--- config.mk ---
export PLATFORM = sky130hd
export DESIGN_NAME = vna_front
export DESIGN_NICKNAME = d
export VERILOG_FILES = /design/src/sv/vna_pkg.sv /design/src/sv/vna_front.sv
export VERILOG_INCLUDE_DIRS = /design/src /design/src/sv
export SDC_FILE = /design/constraint.sdc
export NUM_CORES = 1
export LEC_CHECK = 0
export BUFFER_PORTS_ARGS = -buffer_cell sky130_fd_sc_hd__buf_2
export CORE_UTILIZATION = 50
export DETAILED_ROUTE_END_ITERATION = 8
export GPL_ROUTABILITY_DRIVEN = 0
export PLACE_DENSITY_LB_ADDON = 0.12
export SLEW_MARGIN = 20
export SYNTH_ARGS = -nofsm -noshare
export SYNTH_HDL_FRONTEND = slang
export SYNTH_SLANG_ARGS = --single-unit
--- constraint.sdc ---
create_clock -name aclk -period 9.25 [get_ports aclk]
set_input_delay 2.3125 -clock aclk [delete_from_list [all_inputs] [get_ports aclk]]
set_output_delay 2.3125 -clock aclk [all_outputs]
set_load 0.05 [all_outputs]
--- src/sv/assert_macros.svh ---
// assertion macros shared by the rtl files
`ifndef ASSERT_MACROS_SVH
`define ASSERT_MACROS_SVH

`ifndef ASSERT_OFF

`define ASSERT_IMPLIES(lbl, clk, rstn, ante, cons) \
    lbl: assert property (@(posedge clk) disable iff (!rstn) (ante) |-> (cons)) \
        else $error("assertion failed");

`define ASSERT_NEXT(lbl, clk, rstn, ante, cons) \
    lbl: assert property (@(posedge clk) disable iff (!rstn) (ante) |=> (cons)) \
        else $error("assertion failed");

`else

`define ASSERT_IMPLIES(lbl, clk, rstn, ante, cons)

`define ASSERT_NEXT(lbl, clk, rstn, ante, cons)

`endif

`endif

--- src/sv/vna_pkg.sv ---
// shared types, codes and helpers of the vertex normal accumulator
package vna_pkg;

    localparam int IDX_W  = 10;
    localparam int POS_W  = 16;
    localparam int SUM_W  = 40;
    localparam int NRM_W  = 16;
    localparam int EDGE_W = 17;
    localparam int PROD_W = 34;
    localparam int FN_W   = 35;

    // command codes on the input channel
    localparam logic [1:0] CMD_LOAD  = 2'd0;
    localparam logic [1:0] CMD_TRI   = 2'd1;
    localparam logic [1:0] CMD_READ  = 2'd2;
    localparam logic [1:0] CMD_CLEAR = 2'd3;

    // work kinds after classification
    localparam int KIND_W = 3;
    localparam logic [KIND_W-1:0] K_LOAD    = 3'd0;
    localparam logic [KIND_W-1:0] K_TRI     = 3'd1;
    localparam logic [KIND_W-1:0] K_READ    = 3'd2;
    localparam logic [KIND_W-1:0] K_CLEAR   = 3'd3;
    localparam logic [KIND_W-1:0] K_DROP    = 3'd4;
    localparam logic [KIND_W-1:0] K_BADREAD = 3'd5;

    localparam logic [NRM_W-1:0] ONE_Q14 = 16'd16384;

    typedef struct packed {
        logic [KIND_W-1:0]       kind;
        logic [IDX_W-1:0]        vertex;
        logic signed [POS_W-1:0] pos_x;
        logic signed [POS_W-1:0] pos_y;
        logic signed [POS_W-1:0] pos_z;
        logic [IDX_W-1:0]        corner_a;
        logic [IDX_W-1:0]        corner_b;
        logic [IDX_W-1:0]        corner_c;
    } cmd_t;

    typedef struct packed {
        logic valid;
        cmd_t cmd;
    } head_t;

    typedef struct packed {
        logic pop;
        logic clearing;
    } back_stat_t;

    typedef struct packed {
        logic                    start;
        logic signed [SUM_W-1:0] sx;
        logic signed [SUM_W-1:0] sy;
        logic signed [SUM_W-1:0] sz;
    } norm_req_t;

    typedef struct packed {
        logic                    done;
        logic signed [NRM_W-1:0] x;
        logic signed [NRM_W-1:0] y;
        logic signed [NRM_W-1:0] z;
        logic                    degen;
    } norm_res_t;

    // saturating add of a face normal component into a 40-bit sum
    function automatic logic signed [SUM_W-1:0] sat_add(
        input logic signed [SUM_W-1:0] acc,
        input logic signed [FN_W-1:0]  d
    );
        logic signed [SUM_W:0] s;
        logic signed [SUM_W-1:0] r;
        s = (SUM_W+1)'(acc) + (SUM_W+1)'(d);
        if (s[SUM_W] != s[SUM_W-1]) begin
            r = s[SUM_W] ? {1'b1, {(SUM_W-1){1'b0}}} : {1'b0, {(SUM_W-1){1'b1}}};
        end else begin
            r = s[SUM_W-1:0];
        end
        return r;
    endfunction

endpackage

--- src/sv/vna_front.sv ---
// front end: takes input transfers, classifies them and queues the work
module vna_front #(
    parameter int MAX_VERTICES = 1024
) (
    input  logic                 aclk,
    input  logic                 aresetn,
    input  logic                 s_tvalid,
    output logic                 s_tready,
    input  logic [87:0]          s_tdata,
    input  logic [1:0]           s_tuser,
    output vna_pkg::head_t       head,
    input  vna_pkg::back_stat_t  stat
);

`include "assert_macros.svh"

    localparam int QD = 4;
    localparam int PW = $clog2(QD);

    vna_pkg::cmd_t  q_mem_reg [QD];
    logic [PW-1:0]  wr_ptr_reg, wr_ptr_next;
    logic [PW-1:0]  rd_ptr_reg, rd_ptr_next;
    logic [PW:0]    count_reg, count_next;
    vna_pkg::cmd_t  in_cmd;
    logic           accept;
    logic           vtx_ok, tri_ok;

    assign s_tready = (count_reg != (PW+1)'(QD)) && !stat.clearing;
    assign accept   = s_tvalid && s_tready;

    assign vtx_ok = 32'(s_tdata[9:0]) < 32'(MAX_VERTICES);
    assign tri_ok = (32'(s_tdata[67:58]) < 32'(MAX_VERTICES))
                 && (32'(s_tdata[77:68]) < 32'(MAX_VERTICES))
                 && (32'(s_tdata[87:78]) < 32'(MAX_VERTICES));

    always_comb begin
        in_cmd.vertex   = s_tdata[9:0];
        in_cmd.pos_x    = s_tdata[25:10];
        in_cmd.pos_y    = s_tdata[41:26];
        in_cmd.pos_z    = s_tdata[57:42];
        in_cmd.corner_a = s_tdata[67:58];
        in_cmd.corner_b = s_tdata[77:68];
        in_cmd.corner_c = s_tdata[87:78];
        unique case (s_tuser)
            vna_pkg::CMD_LOAD:  in_cmd.kind = vtx_ok ? vna_pkg::K_LOAD : vna_pkg::K_DROP;
            vna_pkg::CMD_TRI:   in_cmd.kind = tri_ok ? vna_pkg::K_TRI : vna_pkg::K_DROP;
            vna_pkg::CMD_READ:  in_cmd.kind = vtx_ok ? vna_pkg::K_READ : vna_pkg::K_BADREAD;
            vna_pkg::CMD_CLEAR: in_cmd.kind = vna_pkg::K_CLEAR;
            default:            in_cmd.kind = vna_pkg::K_DROP;
        endcase
    end

    always_comb begin
        wr_ptr_next = wr_ptr_reg;
        rd_ptr_next = rd_ptr_reg;
        count_next  = count_reg;
        if (accept) begin
            wr_ptr_next = wr_ptr_reg + 1'b1;
        end
        if (stat.pop) begin
            rd_ptr_next = rd_ptr_reg + 1'b1;
        end
        if (accept && !stat.pop) begin
            count_next = count_reg + 1'b1;
        end else if (!accept && stat.pop) begin
            count_next = count_reg - 1'b1;
        end
    end

    always_ff @(posedge aclk) begin
        if (!aresetn) begin
            wr_ptr_reg <= '0;
            rd_ptr_reg <= '0;
            count_reg  <= '0;
        end else begin
            wr_ptr_reg <= wr_ptr_next;
            rd_ptr_reg <= rd_ptr_next;
            count_reg  <= count_next;
        end
    end

    always_ff @(posedge aclk) begin
        if (accept) begin
            q_mem_reg[wr_ptr_reg] <= in_cmd;
        end
    end

    assign head.valid = count_reg != '0;
    assign head.cmd   = q_mem_reg[rd_ptr_reg];

    `ASSERT_IMPLIES(a_q_bound, aclk, aresetn, 1'b1, count_reg <= (PW+1)'(QD))
    `ASSERT_IMPLIES(a_pop_nonempty, aclk, aresetn, stat.pop, count_reg != '0)

endmodule

==> impl_results.md <==
- Average size of a mapped cell: 25.9 um2
- Largest net degree at the start of global routing: 61
- Largest stage delay on the critical path: 930 ps
- Post-synthesis async set-or-reset flop share: 0%
- VDD IR-drop max: 0.000174 V
- Final Hold Fails: 0
- Total GRT Usage: 17.6%
- Met1 GRT Util: 21.9%
- CP max FO: 48
- Finish-stage setup viols: 0
- Synth Instances: 523
- Synth cell types: 26
- Critical setup path kind: reg -> out
- Setup Buffers After CTS: 0
- Status: complete, no violations
- Post-CTS Hold Buffers: 0
- Wire length per cell: 21.5 um
- Pin slew with the least headroom to its limit: 951 ps
- Vias per cell: 5.45
- Hold Path Class: reg -> reg
- Sequential area share after synthesis: 81.0%
- M3 GR Usage: 4.85%
- Max_cap viols: 0
- Die Y: 167 um
- Vias in the first global route: 6478
- Number of port buffers: 186
- Required time of the worst setup path: 6940 ps
- GRT busiest layer: met2
- Syn. warnings: 0
- First-pass GRT wire length: 36.7 mm
- CP Cell Sequence: buf_4 > mux4_2 > buf_2
- Yosys top cell area share: 79.7%
- Family with the most delay on the worst path: buffers and inverters
- DIE WIDTH: 167 um
- Nature of the critical path endpoint: output port
- Clk Tree Root Cell: clkbuf_16
- Starting Density: 51.5%
- CTS tree: built
- Fin. max-slew vios: 0
- FMAX: 181 MHz
- Final HPWL DP: 13.8 mm
- Met2 usage: 30.5%
- Post-layout min period: 5510 ps
- Fin crit share: 59.6%
- Crit path launch type: register
- Clock Skew: 20.2 ps
- Area Overhead vs Synth: 17.2%
- Final WL: 23.6 mm
- Site Rows: 59
- Cell Int Power: 2.87 mW
- Area of the die: 27800 um2
- Routed Antenna Nets: 0
- Count of state elements after synthesis: 369
- EDFF count, synth: 360
- Clock power share: 37.0%
- Total power: 3.81 mW
- Grt ovf: 0
- Fillers: 1916
- Initial antenna violation count: 3
- Drt drc: 0
- Flop pwr share: 50.4%
- CTS Sinks: 369
- DR iter-0 viols: 422
- LEAKAGE: 5.31 nW
- Largest register FFs: 360
- Worst-Skew Late Latency: 510 ps
- Post-Syn Area: 13600 um2
- Cts repair resizes: 0
- DR pass1 iterations: 4
- Psw: 0.942 mW
- Fin nets: 832
- PD cells: 240 nW/um2
- Arrival @ worst endpoint: 3200 ps
- Crit path buffers/inverters: 2
- Critical path's slowest cell: dfxtp_4
- Setup TNS: 0 ps
- H-tree depth: 2
- Top cell type by total area after synthesis: edfxtp_1
- Top Ports: 188
- Core area: 26400 um2
- Rel. slew slack: 36.6%
- Clk slew on worst S/H paths: 60 ps
- Ranking of synthesized cells by area: edfxtp_1 80%, mux4_2 15%, buf_12 1.3%
- Switch share: 24.7%
- Clk buf depth: 3
- DR vias: 5983
- Total CTS buffers: 38
- Unrepaired setup endpoints after global routing: no
- Net count after synthesis: 624
- Logic pwr share: 12.6%
- Layout cells sized above 1: 44.3%
- Post-synth top flop: edfxtp_1
layout by cell type (no fill, tap or decap), types with 2 or more instances in the layout:
cell	n
edfxtp_1	360
buf_2	186
mux4_2	90
clkbuf_16	41
clkinv_1	13
clkbuf_1	8
dfxtp_1	7
buf_4	6
nand2_1	5
ha_1	5
inv_1	4
and2_4	4
and2_1	4
clkinv_2	4
diode_2	3
mux2i_1	3
or3_1	2
xnor2_1	2
xor2_1	2
dfxtp_4	2
clkinvlp_4	2
power groups by stage:
stage | registers (mW) | logic [mW] | clock network [mW]
5_1_grt | 1.93 | 0.506 | 1.51
3_5_place_dp | 1.96 | 0.487 | 0
3_3_place_gp | 1.96 | 0.480 | 0
6_report | 1.92 | 0.480 | 1.41
2_1_floorplan | 1.94 | 0.395 | 0
4_1_cts | 1.93 | 0.489 | 1.44
cell type report:
cell class	count	area (um2)	share of cell area [%]
clock inverter	20	114	0.716
timing repair buffer	192	976	6.14
inverter	4	15.0	0.0944
tap	335	419	2.64
multi-input combinational	126	2310	14.5
clock buffer	49	1060	6.64
antenna	3	7.51	0.0472
sequential	369	11000	69.2
metrics by stage:
stage	area (um2)	setup WS [ps]	hold slack (ps)	util (%)	cells
CTS	15900	3540	530	60.3	1095
finish	15900	3740	532	60.3	1098
global placement	14700	4090	475	55.9	1026
global route	15900	3390	553	60.3	1096
detailed placement	14700	4080	521	55.9	1026
floorplan	13600	3860	468	-	523
Yosys cell counts, types with 3 or more instances:
cell type,number
dfxtp_1,9
buf_2,9
mux4_2,90
buf_12,9
and2_1,8
clkbuf_1,3
edfxtp_1,360
mux2i_1,3
nand2_1,5
inv_1,4
ha_1,5
logic make-up after synthesis:
kind of cell	synth area share, %
AOI/OAI and AO/OA	0.194
other	0.0276
muxes	15.2
xor gates and xnor gates	0.258
buffers and inverters	2.02
and+or+nand+nor	0.719
DFF	81.0
adders and majority gates	0.609
metal layers:
layer / routed length, um / part of all wire, %
met5: 0 / 0
met3: 1640 / 7.0
met4: 380 / 1.6
met1: 9580 / 41
met2: 12000 / 51
tightest hold or removal path: cells and delay by family, from the launching register on:
| kind | cells | cell delay (ps) |
|---|---|---|
| mux | 1 | 60 |
| simple gates | 1 | 70 |
| flops | 1 | 340 |
final timing paths:
path,from,to,slack [ps],cells past startpoint
worst min-delay path,wr_ptr_reg[0]$_SDFFE_PN0P_,wr_ptr_reg[0]$_SDFFE_PN0P_,530,2
worst max register to register,count_reg[0]$_SDFFE_PN0P_,q_mem_reg[3][24]$_DFFE_PP_,6560,4
worst max-delay path,register,head[32],3740,3
worst min register to register,wr_ptr_reg[0]$_SDFFE_PN0P_,wr_ptr_reg[0]$_SDFFE_PN0P_,530,2
Note: power is estimated with default switching activity, not from simulation.
