--- config.mk ---
export PLATFORM = sky130hd
export DESIGN_NAME = vna_norm
export DESIGN_NICKNAME = d
export VERILOG_FILES = /design/src/sv/vna_pkg.sv /design/src/sv/vna_norm.sv
export VERILOG_INCLUDE_DIRS = /design/src /design/src/sv
export SDC_FILE = /design/constraint.sdc
export NUM_CORES = 2
export LEC_CHECK = 0
export BUFFER_PORTS_ARGS = -buffer_cell sky130_fd_sc_hd__buf_2
export CAP_MARGIN = 40
export CORE_MARGIN = 5
export CORE_UTILIZATION = 50
export DETAILED_ROUTE_END_ITERATION = 12
export GPL_TIMING_DRIVEN = 0
export MAX_ROUTING_LAYER = met4
export PLACE_DENSITY = 0.77
export SLEW_MARGIN = 20
export SYNTH_ARGS = -nofsm -noshare
export SYNTH_HDL_FRONTEND = slang
export SYNTH_SLANG_ARGS = --single-unit
--- constraint.sdc ---
create_clock -name aclk -period 14.7 [get_ports aclk]
set_input_delay 2.205 -clock aclk [delete_from_list [all_inputs] [get_ports aclk]]
set_output_delay 2.205 -clock aclk [all_outputs]
set_load 0.05 [all_outputs]
--- src/sv/assert_macros.svh ---
// assertion macros shared by the rtl files
`ifndef ASSERT_MACROS_SVH
`define ASSERT_MACROS_SVH

`ifndef ASSERT_OFF

`define ASSERT_IMPLIES(lbl, clk, rstn, ante, cons) \
    lbl: assert property (@(posedge clk) disable iff (!rstn) (ante) |-> (cons)) \
        else $error("assertion failed");

`define ASSERT_NEXT(lbl, clk, rstn, ante, cons) \
    lbl: assert property (@(posedge clk) disable iff (!rstn) (ante) |=> (cons)) \
        else $error("assertion failed");

`else

`define ASSERT_IMPLIES(lbl, clk, rstn, ante, cons)

`define ASSERT_NEXT(lbl, clk, rstn, ante, cons)

`endif

`endif

--- src/sv/vna_pkg.sv ---
// shared types, codes and helpers of the vertex normal accumulator
package vna_pkg;

    localparam int IDX_W  = 10;
    localparam int POS_W  = 16;
    localparam int SUM_W  = 40;
    localparam int NRM_W  = 16;
    localparam int EDGE_W = 17;
    localparam int PROD_W = 34;
    localparam int FN_W   = 35;

    // command codes on the input channel
    localparam logic [1:0] CMD_LOAD  = 2'd0;
    localparam logic [1:0] CMD_TRI   = 2'd1;
    localparam logic [1:0] CMD_READ  = 2'd2;
    localparam logic [1:0] CMD_CLEAR = 2'd3;

    // work kinds after classification
    localparam int KIND_W = 3;
    localparam logic [KIND_W-1:0] K_LOAD    = 3'd0;
    localparam logic [KIND_W-1:0] K_TRI     = 3'd1;
    localparam logic [KIND_W-1:0] K_READ    = 3'd2;
    localparam logic [KIND_W-1:0] K_CLEAR   = 3'd3;
    localparam logic [KIND_W-1:0] K_DROP    = 3'd4;
    localparam logic [KIND_W-1:0] K_BADREAD = 3'd5;

    localparam logic [NRM_W-1:0] ONE_Q14 = 16'd16384;

    typedef struct packed {
        logic [KIND_W-1:0]       kind;
        logic [IDX_W-1:0]        vertex;
        logic signed [POS_W-1:0] pos_x;
        logic signed [POS_W-1:0] pos_y;
        logic signed [POS_W-1:0] pos_z;
        logic [IDX_W-1:0]        corner_a;
        logic [IDX_W-1:0]        corner_b;
        logic [IDX_W-1:0]        corner_c;
    } cmd_t;

    typedef struct packed {
        logic valid;
        cmd_t cmd;
    } head_t;

    typedef struct packed {
        logic pop;
        logic clearing;
    } back_stat_t;

    typedef struct packed {
        logic                    start;
        logic signed [SUM_W-1:0] sx;
        logic signed [SUM_W-1:0] sy;
        logic signed [SUM_W-1:0] sz;
    } norm_req_t;

    typedef struct packed {
        logic                    done;
        logic signed [NRM_W-1:0] x;
        logic signed [NRM_W-1:0] y;
        logic signed [NRM_W-1:0] z;
        logic                    degen;
    } norm_res_t;

    // saturating add of a face normal component into a 40-bit sum
    function automatic logic signed [SUM_W-1:0] sat_add(
        input logic signed [SUM_W-1:0] acc,
        input logic signed [FN_W-1:0]  d
    );
        logic signed [SUM_W:0] s;
        logic signed [SUM_W-1:0] r;
        s = (SUM_W+1)'(acc) + (SUM_W+1)'(d);
        if (s[SUM_W] != s[SUM_W-1]) begin
            r = s[SUM_W] ? {1'b1, {(SUM_W-1){1'b0}}} : {1'b0, {(SUM_W-1){1'b1}}};
        end else begin
            r = s[SUM_W-1:0];
        end
        return r;
    endfunction

endpackage

--- src/sv/vna_norm.sv ---
// normalizer: scales a sum to q1.14 with a serial square root and divider
module vna_norm (
    input  logic                aclk,
    input  logic                aresetn,
    input  vna_pkg::norm_req_t  req,
    output vna_pkg::norm_res_t  res
);

`include "assert_macros.svh"

    localparam logic [3:0] NS_IDLE  = 4'd0;
    localparam logic [3:0] NS_MAX   = 4'd1;
    localparam logic [3:0] NS_SHIFT = 4'd2;
    localparam logic [3:0] NS_SQ    = 4'd3;
    localparam logic [3:0] NS_SQRT  = 4'd4;
    localparam logic [3:0] NS_DIVI  = 4'd5;
    localparam logic [3:0] NS_DIV   = 4'd6;

    logic [3:0]  state_reg, state_next;
    logic [39:0] m_reg [3];
    logic [39:0] m_next [3];
    logic [2:0]  sgn_reg, sgn_next;
    logic [39:0] mx_reg, mx_next;
    logic [49:0] acc_reg, acc_next;
    logic [61:0] rad_reg, rad_next;
    logic [30:0] root_reg, root_next;
    logic [33:0] srem_reg, srem_next;
    logic [31:0] drem_reg, drem_next;
    logic [15:0] num_reg, num_next;
    logic [15:0] q_reg, q_next;
    logic [1:0]  comp_reg, comp_next;
    logic [4:0]  cnt_reg, cnt_next;
    logic signed [15:0] out_reg [3];
    logic signed [15:0] out_next [3];
    logic        degen_reg, degen_next;
    logic        done_reg, done_next;

    logic [39:0] mx_c;
    logic [47:0] sq;
    logic [49:0] sq_sum;
    logic [35:0] st, strial;
    logic [44:0] numer;
    logic [31:0] dt;
    logic [15:0] qc;

    always_comb begin
        mx_c = m_reg[0];
        if (m_reg[1] > mx_c) mx_c = m_reg[1];
        if (m_reg[2] > mx_c) mx_c = m_reg[2];
        sq     = m_reg[comp_reg][23:0] * m_reg[comp_reg][23:0];
        sq_sum = acc_reg + 50'(sq);
        st     = {srem_reg, rad_reg[61:60]};
        strial = {3'b000, root_reg, 2'b01};
        numer  = {1'b0, m_reg[comp_reg][23:0], 20'b0} + 45'(root_reg[30:1]);
        dt     = {drem_reg[30:0], num_reg[15]};
    end

    always_comb begin
        state_next = state_reg;
        m_next     = m_reg;
        sgn_next   = sgn_reg;
        mx_next    = mx_reg;
        acc_next   = acc_reg;
        rad_next   = rad_reg;
        root_next  = root_reg;
        srem_next  = srem_reg;
        drem_next  = drem_reg;
        num_next   = num_reg;
        q_next     = q_reg;
        comp_next  = comp_reg;
        cnt_next   = cnt_reg;
        out_next   = out_reg;
        degen_next = degen_reg;
        done_next  = 1'b0;
        qc         = '0;
        unique case (state_reg)
            NS_IDLE: begin
                if (req.start) begin
                    sgn_next  = {req.sz[39], req.sy[39], req.sx[39]};
                    m_next[0] = req.sx[39] ? 40'(-req.sx) : 40'(req.sx);
                    m_next[1] = req.sy[39] ? 40'(-req.sy) : 40'(req.sy);
                    m_next[2] = req.sz[39] ? 40'(-req.sz) : 40'(req.sz);
                    state_next = NS_MAX;
                end
            end
            NS_MAX: begin
                mx_next = mx_c;
                if (mx_c == '0) begin
                    // all-zero sum reads as the zero vector
                    out_next[0] = '0;
                    out_next[1] = '0;
                    out_next[2] = '0;
                    degen_next  = 1'b1;
                    done_next   = 1'b1;
                    state_next  = NS_IDLE;
                end else begin
                    state_next = NS_SHIFT;
                end
            end
            NS_SHIFT: begin
                if (mx_reg[39:24] != '0) begin
                    mx_next = mx_reg >> 1;
                    for (int i = 0; i < 3; i++) m_next[i] = m_reg[i] >> 1;
                end else if (!mx_reg[23]) begin
                    mx_next = mx_reg << 1;
                    for (int i = 0; i < 3; i++) m_next[i] = m_reg[i] << 1;
                end else begin
                    acc_next   = '0;
                    comp_next  = '0;
                    state_next = NS_SQ;
                end
            end
            NS_SQ: begin
                acc_next  = sq_sum;
                comp_next = comp_reg + 1'b1;
                if (comp_reg == 2'd2) begin
                    rad_next   = {sq_sum, 12'b0};
                    root_next  = '0;
                    srem_next  = '0;
                    cnt_next   = '0;
                    state_next = NS_SQRT;
                end
            end
            NS_SQRT: begin
                // one root bit per cycle
                if (st >= strial) begin
                    srem_next = 34'(st - strial);
                    root_next = {root_reg[29:0], 1'b1};
                end else begin
                    srem_next = 34'(st);
                    root_next = {root_reg[29:0], 1'b0};
                end
                rad_next = {rad_reg[59:0], 2'b00};
                cnt_next = cnt_reg + 1'b1;
                if (cnt_reg == 5'd30) begin
                    comp_next  = '0;
                    state_next = NS_DIVI;
                end
            end
            NS_DIVI: begin
                drem_next  = 32'(numer[44:16]);
                num_next   = numer[15:0];
                q_next     = '0;
                cnt_next   = '0;
                state_next = NS_DIV;
            end
            NS_DIV: begin
                // one quotient bit per cycle, rounded by the half-length bias
                if (dt >= {1'b0, root_reg}) begin
                    drem_next = dt - {1'b0, root_reg};
                    q_next    = {q_reg[14:0], 1'b1};
                end else begin
                    drem_next = dt;
                    q_next    = {q_reg[14:0], 1'b0};
                end
                num_next = {num_reg[14:0], 1'b0};
                cnt_next = cnt_reg + 1'b1;
                if (cnt_reg == 5'd15) begin
                    qc = (q_next > vna_pkg::ONE_Q14) ? vna_pkg::ONE_Q14 : q_next;
                    out_next[comp_reg] = sgn_reg[comp_reg] ? -$signed(qc) : $signed(qc);
                    if (comp_reg == 2'd2) begin
                        degen_next = 1'b0;
                        done_next  = 1'b1;
                        state_next = NS_IDLE;
                    end else begin
                        comp_next  = comp_reg + 1'b1;
                        state_next = NS_DIVI;
                    end
                end
            end
            default: state_next = NS_IDLE;
        endcase
    end

    always_ff @(posedge aclk) begin
        if (!aresetn) begin
            state_reg <= NS_IDLE;
            done_reg  <= 1'b0;
        end else begin
            state_reg <= state_next;
            done_reg  <= done_next;
        end
    end

    always_ff @(posedge aclk) begin
        m_reg     <= m_next;
        sgn_reg   <= sgn_next;
        mx_reg    <= mx_next;
        acc_reg   <= acc_next;
        rad_reg   <= rad_next;
        root_reg  <= root_next;
        srem_reg  <= srem_next;
        drem_reg  <= drem_next;
        num_reg   <= num_next;
        q_reg     <= q_next;
        comp_reg  <= comp_next;
        cnt_reg   <= cnt_next;
        out_reg   <= out_next;
        degen_reg <= degen_next;
    end

    assign res.done  = done_reg;
    assign res.x     = out_reg[0];
    assign res.y     = out_reg[1];
    assign res.z     = out_reg[2];
    assign res.degen = degen_reg;

    `ASSERT_IMPLIES(a_unit_range, aclk, aresetn, done_reg,
        (out_reg[0] <= 16'sd16384) && (out_reg[0] >= -16'sd16384))

endmodule

==> flow_metrics.tcl <==
set metrics [dict create \
    initialDrtViolationCount 4264 \
    overflow 0 \
    cts_max_path_buffers 3 \
    cts_root_buf "clkbuf_16" \
    synth-simple-area-share_pct 14.1 \
    synthArstFlopShare_pct 0 \
    endpoint "rad_reg[59]" \
    setup_tns_ps 0 \
    ys_top_cells_by_area "edfxtp_1 28%, fa_1 20%, ha_1 9.0%" \
    finish.net_count 6366 \
    post_cts_resized 0 \
    first_pass_iters 6 \
    cts_hold_buf 0 \
    r2r-end "rad_reg[59]" \
    synth_top_cell_area_share_pct 28.3 \
    grt_max_degree 44 \
    wire_per_inst_um 21.6 \
    rsz0062_at_grt "false" \
    vias_per_cell 6.00 \
    postCtsSetupBuffers 0 \
    gr-usage-all-layers_pct 29.5 \
    crit_family "adder cells" \
    ys_seq_elements 450 \
    tritoncts "done" \
    required_ps 14990 \
    critPathLaunch "comp_reg[1]" \
    status "finished clean" \
    synth_nets 6100 \
    place_hpwl_um 115000 \
    min_path_cells 2 \
    finClkSkew_ps 49.9 \
    crit_slowest_cell "o21ai_0" \
    ioPinCount 173 \
    ys_types 78 \
    die_x_um 317 \
    yosysWarnings 0 \
    antenna_found_initial 5 \
    largest_reg_flops 120 \
    r2r_start "comp_reg[1]" \
    fmax_mhz 82.1 \
    cp_data_arrival_time_ps 12470 \
    fp.dieH_um 317 \
    postLayoutCoreUtil_pct 55.5 \
    die_area_um2 101000 \
    maxSlewViolCount 0 \
    routed_wl_um 145000 \
    syn_to_final_growth_pct 9.96 \
    synth-main-ff-cell "edfxtp_1" \
    ys_top_cells_by_count "807 x inv_1, 592 x nand2_1, 482 x fa_1" \
    hold_viol 0 \
    worst_pin_slew_ps 966 \
    ff2ff_setup_slack_ps 2520 \
    drive_above_1_share_pct 6.28 \
    synth-xor-area-share_pct 4.54 \
    setup.worst_path.class "reg -> reg" \
    hp-class "reg -> reg" \
    critPathBufInv 12 \
    critPathMaxFanout 10 \
    slowest_delay_ps 770 \
    start_kind "register" \
    finalCritPeriodShare_pct 82.8 \
    numPortBuffers 172 \
    syn_area_per_cell_um2 9.16 \
    synth_edf_count 446 \
    synthCells 5156 \
    grt_pass1_wl_um 226000 \
    core_um2 93600 \
    synth.area.mux_share_pct 1.72 \
    cts_max_level 2 \
    synth_top_cell_by_area "edfxtp_1" \
    cts.sinks 450 \
    cts_buffers 53 \
    synthAdderAreaFrac_pct 29.4 \
    min_from "rad_reg[12]" \
    route.detailed.drc 0 \
    clkTransAtPathRegs_ps 60 \
    grt_pass1_vias 40600 \
    worstSkewPairLatency_ps 650 \
    max-slew-margin-rel_pct 34.9 \
    synth_top_family_by_area "adder cells" \
    stdcell_area_um2 52000 \
    path_depth 33 \
    cap_violations 0 \
    synth-compound-area-share_pct 13.3 \
    synthesis.area_um2 47200 \
    gp_congestion 1.02 \
    core.rowCount 112 \
    final_antenna_net_count 0 \
    vias 40400 \
    setup_viol 0 \
    place_area_um2 50100 \
    yosysSeqAreaShare_pct 28.5 \
    yosysMostFrequentCell "inv_1" \
    start_util_pct 50.5 \
    r2r_cells 33 \
    period_minus_slack_ps 12180 \
    end_kind "register" \
]
-- worst min-delay path by stage --
stage,to,slack [ps]
global placement,rad_reg[14],500
global route,rad_reg[14],540
detailed placement,rad_reg[14],500
finish,rad_reg[14],510
CTS,rad_reg[14],510
floorplan,rad_reg[14],480
-- cell type report --
cell class,instances,area [um2]
timing repair buffer,211,1350
clock inverter,33,337
sequential,450,13500
tap,1254,1570
inverter,815,3060
antenna,10,25.0
clock buffer,63,1360
buffer,226,891
fill,8309,41700
multi-input combinational,3665,29900
-- cells in the final DEF, fill, tap and decap left out, types with 10 or more instances in the layout --
cell / instances
buf_4: 14
or3_1: 23
clkinv_1: 17
o21ai_0: 275
a31oi_1: 111
buf_6: 19
xnor2_1: 178
ha_1: 339
nand2b_1: 31
nor3_1: 39
clkbuf_1: 206
diode_2: 10
a211oi_1: 42
xor2_1: 67
nand3_1: 57
a21o_1: 131
buf_2: 175
mux2i_1: 80
and3_1: 28
o31ai_1: 55
nand3b_1: 23
inv_1: 807
nor4_1: 46
edfxtp_1: 446
o41ai_1: 14
nor3b_1: 23
fa_1: 482
nor2b_1: 23
nor2_1: 478
and4_1: 12
a21boi_0: 10
clkbuf_16: 53
buf_1: 20
a21oi_1: 283
or4_1: 17
nand2_1: 590
and2_1: 24
o21a_1: 19
o21bai_1: 15
nand4_1: 38
-- per-layer routing --
layer | up-vias | GRT usage (%) | routed length (um)
li1 | 17900 | - | -
met1 | 19600 | 37.3 | 54900
met2 | 2473 | 46.2 | 66600
met3 | 491 | 6.74 | 16400
met4 | 0 | 11.9 | 7120
met5 | - | - | 0
-- stage by stage --
stage | std cells | hold WS, ps | setup WS [ps]
global route | 6721 | 545 | 2140
finish | 6727 | 514 | 2520
floorplan | 5156 | 484 | 3600
detailed placement | 6611 | 499 | 3140
global placement | 6582 | 500 | -348
CTS | 6707 | 513 | 3130
-- kinds of logic after synthesis --
kind of cell	after synthesis
flops	450
xor+xnor	245
mux	81
simple gates	1487
fa+ha+maj	821
compound gates	1031
buf+inv	1041
-- worst min-delay path: cells and delay by family (launching register included) --
family | cells | cell delay, ps
DFF | 1 | 320
and+or+nand+nor | 2 | 100
Power is left out: the tool's default activity adds up to more than one toggle a clock period on the data nets, which glitch-free logic cannot reach.
